**src/design/gnla_pkg.sv**
```systemverilog
package gnla_pkg;

    localparam int MAX_LANDMARKS = 64;
    localparam int ADDR_W        = (MAX_LANDMARKS > 1) ? $clog2(MAX_LANDMARKS) : 1;
    localparam int COUNT_W       = 7;
    localparam int CNT_W         = ($clog2(MAX_LANDMARKS + 1) > COUNT_W) ?
                                   $clog2(MAX_LANDMARKS + 1) : COUNT_W;
    localparam int COORD_W       = 18;
    localparam int GAP_W         = COORD_W;
    localparam int RANGE_W       = 17;
    localparam int SLOT_W        = 6;
    localparam int IDX_OUT_W     = 6;
    localparam int SQ_W          = 2 * RANGE_W;
    localparam int DIST_W        = SQ_W + 1;
    localparam int CFG_DATA_W    = RANGE_W;

    typedef enum logic [1:0] {
        ST_IDLE,
        ST_SCAN,
        ST_FLUSH
    } t_state;

    typedef enum logic {
        OP_LOAD    = 1'b0,
        OP_OBSERVE = 1'b1
    } t_opcode;

    typedef enum logic {
        CFG_SENSOR_RANGE   = 1'b0,
        CFG_LANDMARK_COUNT = 1'b1
    } t_cfg_index;

endpackage

```
**src/design/gated_nearest_landmark_association.sv**
```systemverilog
// Gated nearest-landmark association.
// Input channel (i_in_valid / o_in_ready): a load item (opcode 0) writes one landmark into
// the table slot given by i_slot. An observe item (opcode 1) scans landmarks 0 to
// landmark_count-1 and yields one result item on the output channel (o_out_valid /
// i_out_ready): the index of the nearest landmark inside the gating box and a flag that
// tells whether any landmark passed the box.
// The scan reads one table entry per cycle through a five-stage pipeline (table read,
// gaps and gate, squares, sum, best-so-far compare). No new item is accepted until the
// observe item's result has been written to the output register.
// With a landmark count of zero the scan is skipped and the result flags no landmark.
// Configuration is written through i_cfg_we, i_cfg_index and i_cfg_data; the user must
// write it only while the block is idle, which the block itself does not enforce:
// index 0 is the gate half-width, index 1 is the landmark count, which saturates
// at the table depth.
// Reset clears both configuration registers and all control state; table entries hold
// nothing defined until they are loaded. A waiting result sits in the output register
// while new items are accepted; if the receiver still stalls when the next scan ends,
// that scan holds its result until the output register is free.
module gated_nearest_landmark_association
    import gnla_pkg::*;
(
    input  logic                   i_clk,
    input  logic                   i_rst_n,
    input  logic                   i_cfg_we,
    input  logic                   i_cfg_index,
    input  logic [CFG_DATA_W-1:0]  i_cfg_data,
    input  logic                   i_in_valid,
    output logic                   o_in_ready,
    input  logic                   i_opcode,
    input  logic [SLOT_W-1:0]      i_slot,
    input  logic signed [COORD_W-1:0] i_point_x,
    input  logic signed [COORD_W-1:0] i_point_y,
    output logic                   o_out_valid,
    input  logic                   i_out_ready,
    output logic [IDX_OUT_W-1:0]   o_nearest_index,
    output logic                   o_any_in_range
);

    t_state                     r_state;
    t_state                     n_state;
    logic [RANGE_W-1:0]         r_sensor_range;
    logic [COUNT_W-1:0]         r_landmark_count;

    logic signed [COORD_W-1:0]  r_mem_x [MAX_LANDMARKS];
    logic signed [COORD_W-1:0]  r_mem_y [MAX_LANDMARKS];

    logic signed [COORD_W-1:0]  r_obs_x;
    logic signed [COORD_W-1:0]  r_obs_y;
    logic [CNT_W-1:0]           r_scan_n;
    logic [CNT_W-1:0]           r_idx;

    logic                       r_v1;
    logic [ADDR_W-1:0]          r_idx1;
    logic signed [COORD_W-1:0]  r_rd_x;
    logic signed [COORD_W-1:0]  r_rd_y;

    logic                       r_v2;
    logic [ADDR_W-1:0]          r_idx2;
    logic                       r_pass2;
    logic [RANGE_W-1:0]         r_gx2;
    logic [RANGE_W-1:0]         r_gy2;

    logic                       r_v3;
    logic [ADDR_W-1:0]          r_idx3;
    logic                       r_pass3;
    logic [SQ_W-1:0]            r_sqx3;
    logic [SQ_W-1:0]            r_sqy3;

    logic                       r_v4;
    logic [ADDR_W-1:0]          r_idx4;
    logic                       r_pass4;
    logic [DIST_W-1:0]          r_d4;

    logic                       r_found;
    logic [ADDR_W-1:0]          r_best_idx;
    logic [DIST_W-1:0]          r_best_d;

    logic                       r_out_valid;
    logic [IDX_OUT_W-1:0]       r_out_idx;
    logic                       r_out_any;

    logic                       in_fire;
    logic                       obs_start;
    logic                       issue;
    logic                       finish;
    logic                       pipe_busy;
    logic                       out_free;
    logic [CNT_W-1:0]           count_ext;
    logic [CNT_W-1:0]           count_sat;
    logic signed [COORD_W:0]    dx;
    logic signed [COORD_W:0]    dy;
    logic [GAP_W-1:0]           gx;
    logic [GAP_W-1:0]           gy;
    logic                       gate_ok;

    assign o_in_ready  = (r_state == ST_IDLE);
    assign in_fire     = i_in_valid && o_in_ready;
    assign obs_start   = in_fire && (i_opcode == OP_OBSERVE);
    assign pipe_busy   = r_v1 || r_v2 || r_v3 || r_v4;
    assign out_free    = !r_out_valid || i_out_ready;
    assign count_ext   = CNT_W'(r_landmark_count);
    assign count_sat   = (count_ext > CNT_W'(MAX_LANDMARKS)) ?
                         CNT_W'(MAX_LANDMARKS) : count_ext;

    always_comb begin
        n_state = r_state;
        issue   = 1'b0;
        finish  = 1'b0;
        case (r_state)
            ST_IDLE: begin
                if (obs_start) begin
                    n_state = (count_sat == '0) ? ST_FLUSH : ST_SCAN;
                end
            end
            ST_SCAN: begin
                issue = 1'b1;
                if (r_idx + CNT_W'(1) == r_scan_n) begin
                    n_state = ST_FLUSH;
                end
            end
            ST_FLUSH: begin
                if (!pipe_busy && out_free) begin
                    finish  = 1'b1;
                    n_state = ST_IDLE;
                end
            end
            default: begin
                n_state = ST_IDLE;
            end
        endcase
    end

    always_ff @(posedge i_clk) begin
        if (!i_rst_n) begin
            r_state <= ST_IDLE;
        end else begin
            r_state <= n_state;
        end
    end

    always_ff @(posedge i_clk) begin
        if (!i_rst_n) begin
            r_sensor_range   <= '0;
            r_landmark_count <= '0;
        end else if (i_cfg_we) begin
            case (i_cfg_index)
                CFG_SENSOR_RANGE:   r_sensor_range   <= i_cfg_data[RANGE_W-1:0];
                CFG_LANDMARK_COUNT: r_landmark_count <= i_cfg_data[COUNT_W-1:0];
                default: begin
                end
            endcase
        end
    end

    always_ff @(posedge i_clk) begin
        if (in_fire && (i_opcode == OP_LOAD) &&
            ((CNT_W + SLOT_W)'(i_slot) < (CNT_W + SLOT_W)'(MAX_LANDMARKS))) begin
            r_mem_x[ADDR_W'(i_slot)] <= i_point_x;
            r_mem_y[ADDR_W'(i_slot)] <= i_point_y;
        end
        if (issue) begin
            r_rd_x <= r_mem_x[r_idx[ADDR_W-1:0]];
            r_rd_y <= r_mem_y[r_idx[ADDR_W-1:0]];
        end
    end

    always_ff @(posedge i_clk) begin
        if (obs_start) begin
            r_obs_x  <= i_point_x;
            r_obs_y  <= i_point_y;
            r_scan_n <= count_sat;
        end
    end

    always_ff @(posedge i_clk) begin
        if (!i_rst_n) begin
            r_idx <= '0;
        end else if (obs_start) begin
            r_idx <= '0;
        end else if (issue) begin
            r_idx <= r_idx + CNT_W'(1);
        end
    end

    always_comb begin
        dx      = (COORD_W+1)'(r_rd_x) - (COORD_W+1)'(r_obs_x);
        dy      = (COORD_W+1)'(r_rd_y) - (COORD_W+1)'(r_obs_y);
        gx      = dx[COORD_W] ? GAP_W'(-dx) : GAP_W'(dx);
        gy      = dy[COORD_W] ? GAP_W'(-dy) : GAP_W'(dy);
        gate_ok = (gx <= GAP_W'(r_sensor_range)) && (gy <= GAP_W'(r_sensor_range));
    end

    always_ff @(posedge i_clk) begin
        if (!i_rst_n) begin
            r_v1 <= 1'b0;
            r_v2 <= 1'b0;
            r_v3 <= 1'b0;
            r_v4 <= 1'b0;
        end else begin
            r_v1 <= issue;
            r_v2 <= r_v1;
            r_v3 <= r_v2;
            r_v4 <= r_v3;
        end
    end

    always_ff @(posedge i_clk) begin
        r_idx1  <= r_idx[ADDR_W-1:0];
        r_idx2  <= r_idx1;
        r_pass2 <= gate_ok;
        r_gx2   <= gx[RANGE_W-1:0];
        r_gy2   <= gy[RANGE_W-1:0];
        r_idx3  <= r_idx2;
        r_pass3 <= r_pass2;
        r_sqx3  <= r_gx2 * r_gx2;
        r_sqy3  <= r_gy2 * r_gy2;
        r_idx4  <= r_idx3;
        r_pass4 <= r_pass3;
        r_d4    <= DIST_W'(r_sqx3) + DIST_W'(r_sqy3);
    end

    always_ff @(posedge i_clk) begin
        if (!i_rst_n) begin
            r_found <= 1'b0;
        end else if (obs_start) begin
            r_found <= 1'b0;
        end else if (r_v4 && r_pass4) begin
            r_found <= 1'b1;
        end
    end

    always_ff @(posedge i_clk) begin
        if (obs_start) begin
            r_best_idx <= '0;
            r_best_d   <= '0;
        end else if (r_v4 && r_pass4 && (!r_found || (r_d4 < r_best_d))) begin
            r_best_idx <= r_idx4;
            r_best_d   <= r_d4;
        end
    end

    always_ff @(posedge i_clk) begin
        if (!i_rst_n) begin
            r_out_valid <= 1'b0;
        end else if (finish) begin
            r_out_valid <= 1'b1;
        end else if (i_out_ready) begin
            r_out_valid <= 1'b0;
        end
    end

    always_ff @(posedge i_clk) begin
        if (finish) begin
            r_out_idx <= IDX_OUT_W'(r_best_idx);
            r_out_any <= r_found;
        end
    end

    assign o_out_valid     = r_out_valid;
    assign o_nearest_index = r_out_idx;
    assign o_any_in_range  = r_out_any;

`ifndef SYNTHESIS
    a_pipe_idle: assert property (@(posedge i_clk) disable iff (!i_rst_n)
        (r_state == ST_IDLE) |-> !pipe_busy)
        else $error("scan pipeline holds an entry while the block is idle");

    a_scan_bound: assert property (@(posedge i_clk) disable iff (!i_rst_n)
        (r_state == ST_SCAN) |-> (r_idx < r_scan_n))
        else $error("scan index beyond the landmark count");

    a_none_zero: assert property (@(posedge i_clk) disable iff (!i_rst_n)
        (finish && !r_found) |=> (o_out_valid && (o_nearest_index == '0)))
        else $error("result without a gated landmark carries a nonzero index");

    a_finish_free: assert property (@(posedge i_clk) disable iff (!i_rst_n)
        finish |-> out_free)
        else $error("result written over a waiting item");
`endif

endmodule
```
**config.mk**
```make
export PLATFORM = sky130hd
export DESIGN_NAME = gated_nearest_landmark_association
export DESIGN_NICKNAME = d
export VERILOG_FILES = /design/src/design/gnla_pkg.sv /design/src/design/gated_nearest_landmark_association.sv
export SDC_FILE = /design/constraint.sdc
export NUM_CORES = 2
export LEC_CHECK = 0
export BUFFER_PORTS_ARGS = -buffer_cell sky130_fd_sc_hd__clkbuf_2
export CAP_MARGIN = 20
export CORE_MARGIN = 1.5
export CORE_UTILIZATION = 60
export CTS_CLUSTER_SIZE = 24
export DETAILED_ROUTE_END_ITERATION = 8
export PLACE_DENSITY = 0.72
export SLEW_MARGIN = 10
export SYNTH_ARGS = -nofsm -noshare
export SYNTH_HDL_FRONTEND = slang
export SYNTH_SLANG_ARGS = --single-unit
```
**constraint.sdc**
```tcl
create_clock -name i_clk -period 7.79 [get_ports i_clk]
set_input_delay 0.779 -clock i_clk [delete_from_list [all_inputs] [get_ports i_clk]]
set_output_delay 0.779 -clock i_clk [all_outputs]
set_load 0.03 [all_outputs]
```
Yosys cells after proc, flatten, opt, wreduce, memory -nomap -nowiden --
Memories as Yosys holds them, arrays and structs flattened. A register that Yosys moved wholly into a read port is not among the register bits. Index checks and enable logic that the tools add are counted.
Storage, ports and cells: bits in writable memories 2304, memories kept 2, flip-flop bits (word level) 294, input bits 66
Memory list:
- r_mem_x | words 64, width 18, rd ports 1, clocked after Yosys merged registers in 1, wr ports 1, RTL line gated_nearest_landmark_association.sv:44 | logic signed [COORD_W-1:0] r_mem_x [MAX_LANDMARKS];
- r_mem_y | words 64, width 18, rd ports 1, clocked after Yosys merged registers in 1, wr ports 1, RTL line gated_nearest_landmark_association.sv:45 | logic signed [COORD_W-1:0] r_mem_y [MAX_LANDMARKS];
Operators by class: $lt $le $gt $ge 4, equality and inequality tests 6, reductions and logical operators 22, bitwise gates (word level) 3, add/sub/neg operators 6, mux-type cells 15, multipliers 2
Operators by type and width (count):
- 17-bit by 17-bit multiplier with 34-bit output | 2
- 18-bit by 18-bit subtractor with 19-bit output | 2
- 18-bit by 17-bit less-or-equal comparator with 1-bit output | 2
- 18-bit two-way mux | 2
- 18-bit negation | 2
- 34-bit by 34-bit adder with 35-bit output | 1
- 35-bit < comparator | 1
- 2-bit two-way mux | 4
- 7-bit by 1-bit adder with 7-bit output (second input constant) | 1
- 7-bit == test | 1
- 7-bit > comparator (second input constant) | 1
- 1-bit logical AND | 7
- 7-bit zero test | 1
- 1-bit two-way mux | 7
- 7-bit two-way mux | 1
- 2-bit case mux with 3 select lines | 1
- 1-bit logical OR | 5
- 2-bit inequality test (second input constant) | 2
- 2-bit AND reduction | 2
- 1-bit zero test | 3
- 1-bit inverter | 3
- 3-bit AND reduction | 1
- 2-bit by 1-bit == test with 1-bit output (second input constant) | 1
- 2-bit == test (second input constant) | 1
- other kinds (4) | 4

Logic depth before layout (Yosys ltp) --
depth in word-level cells 8, depth in mapped cells 25, mapped depth without buffers 25

Least setup slack after synthesis --
OpenSTA, ideal clock, no wires.
kind register -> register, from register r_gx2[7], to register r_sqx3[33], data arrival time 6.136 ns, slack 1.534 ns, setup time 0.120 ns, cell stages (with the launch flop) 25, data required time 7.670 ns, cell sequence dfxtp_1 > clkbuf_1 > nand2_1 > fa_1 > inv_1 > fa_1 > inv_1 > fa_1 > inv_1 > fa_1 > fa_1 > inv_1 > fa_1 > inv_1 > ha_1 > a21o_1 > a21o_1 > a21oi_1 > a21bo_2 > a31oi_1 > a311o_1 > and3_1 > o21a_1 > o2111a_1 > a211o_1
Between the ends: longest elaborated chain between the ends 1
RTL lines:
- start, declared | RTL line gated_nearest_landmark_association.sv:60 | logic [RANGE_W-1:0] r_gx2;
- start signal, assigned | RTL line gated_nearest_landmark_association.sv:211 | r_gx2 <= gx[RANGE_W-1:0];
- 17-bit by 17-bit multiplier with 34-bit output | RTL line gated_nearest_landmark_association.sv:215 | r_sqx3 <= r_gx2 * r_gx2;
- end signal, assigned | RTL line gated_nearest_landmark_association.sv:215
- end, declared | RTL line gated_nearest_landmark_association.sv:66 | logic [SQ_W-1:0] r_sqx3;
Every way passes these cells. A chain may end at the register's enable or synchronous reset.

Final worst setup path --
Same ends and word-level chain as after synthesis.

==> results.json <==
{
  "run_status": "finished clean",
  "cts.hold.buffers_added": 0,
  "critical_path.top_delay_family": "adder cells",
  "grt.overflow.total": 0,
  "detail_route.iter0.violations": 7207,
  "cts-htree-levels": 5,
  "cts_tree": "built",
  "synth-main-ff-cell": "edfxtp_1",
  "postSynthCellCount": 6710,
  "postCtsSetupBuffers": 0,
  "endpoint_with_the_worst_hold_slack": "r_sensor_range[6]",
  "clk_root_buffer_cell": "clkbuf_16",
  "worst_skew_pair_latency_ps": 920,
  "max-clock-path-buffers": 4,
  "routed_wire_length_per_instance_um": 29.7,
  "gp_congestion": 0.877,
  "placedCellCount": 9256,
  "critPathBufInv": 5,
  "clk_pin_slew_ps": 60,
  "worst_max_slew_pin_slew_ps": 1070,
  "antenna_found_initial": 15,
  "ys_seq_area_share_pct": 64.5,
  "core_area_um2": 197000,
  "crit_path_start": "r_gx2[7]",
  "total_setup_violations_reported_at_the_end_of_the_flow": 0,
  "cts_repair_resizes": 0,
  "postRouteAntennaNets": 0,
  "max_cap_violations": 0,
  "worst_ep_arrival_time_ps": 7760,
  "floorplan.initialDensity_pct": 60.3,
  "synth_fp_nets": 7513,
  "crit_slowest_cell": "dfxtp_1",
  "growth_of_design_area_from_synthesis_to_finish_pct": 11.1,
  "min-delay-start": "i_cfg_data[6]",
  "floorplan.die.width_um": 448,
  "dp.final_hpwl_mm": 167,
  "route.final.wire_length_mm": 290,
  "r2r_end": "r_sqx3[33]",
  "synth_area_per_cell_um2": 17.7,
  "die-height_um": 448,
  "instances_no_fill": 9765,
  "netlist_area_um2": 119000,
  "crit_path_end_kind": "flip-flop",
  "timing.critical_path.cells": "nand2_1, fa_1, inv_1, fa_1, inv_1, fa_1, inv_1, fa_1, fa_1, inv_1, fa_1, inv_1, ha_1, a21o_1, a21o_1, a21oi_1, a31oi_1, a311o_1, and3_1, o21a_1, o2111a_1, a211o_1",
  "io_pins": 75,
  "num-fill-cells": 13000,
  "final-hold-violation-count": 0,
  "track_usage_pct": 29.4,
  "synth-edff-count": 2390,
  "critical_path.max_stage_delay_ps": 800,
  "r2r_cells": 22,
  "fmax_mhz": 142,
  "post_route_cells_drive_above_1_share_pct": 20.4,
  "slew_headroom_pct": 28.5,
  "total_die_area_um2": 201000,
  "critical_path.max_fanout": 17,
  "max_slew_violation_total_from_the_final_report": 0,
  "drtPass1Iterations": 8,
  "synth_warnings": 0,
  "cts-buffers-inserted": 280,
  "placed_area_um2": 123000,
  "cp-start-kind": "flip-flop",
  "rsz0062_at_grt": "no",
  "postSynthRegisterBits": 2632,
  "row_count": 163,
  "timing.final.crit_share_pct": 90.2,
  "first_pass_grt_wire_length_mm": 421,
  "cts.sinks": 2632,
  "reg2reg_from": "r_gx2[7]",
  "final.hold.worst_slack_ps": 207,
  "fin_nets": 7733,
  "routed-via-count": 62100,
  "required_ps": 8520,
  "yosys.cell_types.count": 80,
  "buffer_ports.inserted": 74,
  "worstHoldPathCells": 3,
  "critical_path_class": "reg -> reg",
  "route.detailed.drc": 0,
  "maximum_number_of_pins_on_one_net_before_global_route_repair": 124,
  "async_reset_ff_share_pct": 0,
  "vias_per_cell": 6.36,
  "grt_pass1_vias": 63600,
  "worst-path-stages": 22,
  "post-route-cell-area_um2": 132000,
  "worstHoldPathType": "in -> reg",
  "worst_clock_skew_ps": 79.7,
  "crit_top_cell": "fa_1",
  "setup_total_negative_slack_ps": 0,
  "finalWorstPathRequiredPeriod_ps": 7030,
  "rrSetupSlack_ps": 760
}
worst max-delay path by stage:
stage	slack [ps]	end
2_1_floorplan	1530	r_sqx3[33]
3_3_place_gp	1000	r_sqx3[33]
3_5_place_dp	740	r_sqx3[33]
4_1_cts	720	r_sqx3[33]
5_1_grt	470	r_sqx3[33]
6_report	760	r_sqx3[33]
per-layer routing:
layer / GRT usage, % / share of wire [%]
met4: 10.9 / 4.0
met2: 48.9 / 50
met1: 39.3 / 38
met3: 5.00 / 8.3
met5: 0 / 0.0093
worst register-to-register path: stages, from the launching register on:
cell      delay [ps]
dfxtp_1          800
nand2_1          220
fa_1             570
inv_1             60
fa_1             540
inv_1             50
fa_1             380
inv_1             80
fa_1             450
fa_1             560
inv_1             50
fa_1             470
inv_1             40
ha_1             330
a21o_1           190
a21o_1           170
a21oi_1          360
a31oi_1          290
a311o_1          400
and3_1           190
o21a_1           200
o2111a_1         250
a211o_1          240
cell type report:
type / count / area, µm² / share of cell area [%]
diodes: 9 / 22.5 / 0.0171
inverters: 698 / 2620 / 1.99
clock inverters: 114 / 906 / 0.687
clock buffers: 354 / 7430 / 5.63
repair buffers: 219 / 2000 / 1.52
flip-flops and latches: 2632 / 76600 / 58.1
well taps: 2640 / 3300 / 2.50
multi-input cells: 3099 / 39000 / 29.5
synthesized netlist by cell type, types with 89 or more instances:
| library cell | count | area (µm²) |
|---|---|---|
| nand2_1 | 321 | 1200 |
| and2_1 | 115 | 719 |
| clkbuf_1 | 217 | 815 |
| xnor2_1 | 115 | 1010 |
| a21oi_1 | 94 | 470 |
| edfxtp_1 | 2390 | 71800 |
| fa_1 | 382 | 7650 |
| inv_1 | 697 | 2620 |
| nor2_1 | 176 | 661 |
| mux4_2 | 739 | 16600 |
| o21ai_0 | 89 | 445 |
| ha_1 | 355 | 4440 |
| dfxtp_1 | 242 | 4840 |
kinds of logic after synthesis:
logic type,synth area share [%]
flip-flops,64.5
buffers and inverters,3.10
AND/OR/NAND/NOR,3.69
multiplexers,14.3
adder cells (fa/ha/maj),10.2
AO/OA/AOI/OAI,2.96
XOR/XNOR,1.18
state kept, by name, summed over array words and instances, names as in the netlist, 7 cells and up:
name            cells
r_mem_x          1152
r_mem_y          1152
r_obs_y            18
r_scan_n            7
r_sensor_range     17
r_rd_y             18
r_obs_x            18
r_rd_x             18
r_sqy3             33
r_gy2              17
r_d4               35
r_sqx3             33
r_gx2              17
count_ext           7
r_best_d           35
r_idx               7
per-stage QoR:
step | setup WS (ps) | utilization (%)
finish | 761 | 66.9
global route | 468 | 66.9
CTS | 720 | 66.6
detailed placement | 743 | 62.4
global placement | 1000 | 62.4
floorplan | 1530 | -
layout by cell type (no fill, tap or decap), types with 65 or more instances in the layout:
| master | netlist | routed |
|---|---|---|
| a21o_1 | 67 | 67 |
| a21oi_1 | 94 | 94 |
| and2_1 | 115 | 115 |
| buf_4 | 0 | 104 |
| clkbuf_1 | 217 | 65 |
| clkbuf_16 | 0 | 285 |
| dfxtp_1 | 242 | 236 |
| edfxtp_1 | 2390 | 2390 |
| fa_1 | 382 | 382 |
| ha_1 | 355 | 355 |
| inv_1 | 697 | 696 |
| mux4_2 | 739 | 739 |
| nand2_1 | 321 | 321 |
| nor2_1 | 176 | 112 |
| nor3_1 | 74 | 73 |
| o21ai_0 | 89 | 89 |
| xnor2_1 | 115 | 115 |
Power is not shown: default switching activity piles up to over one toggle a cycle in this logic, so the estimate is an artifact.
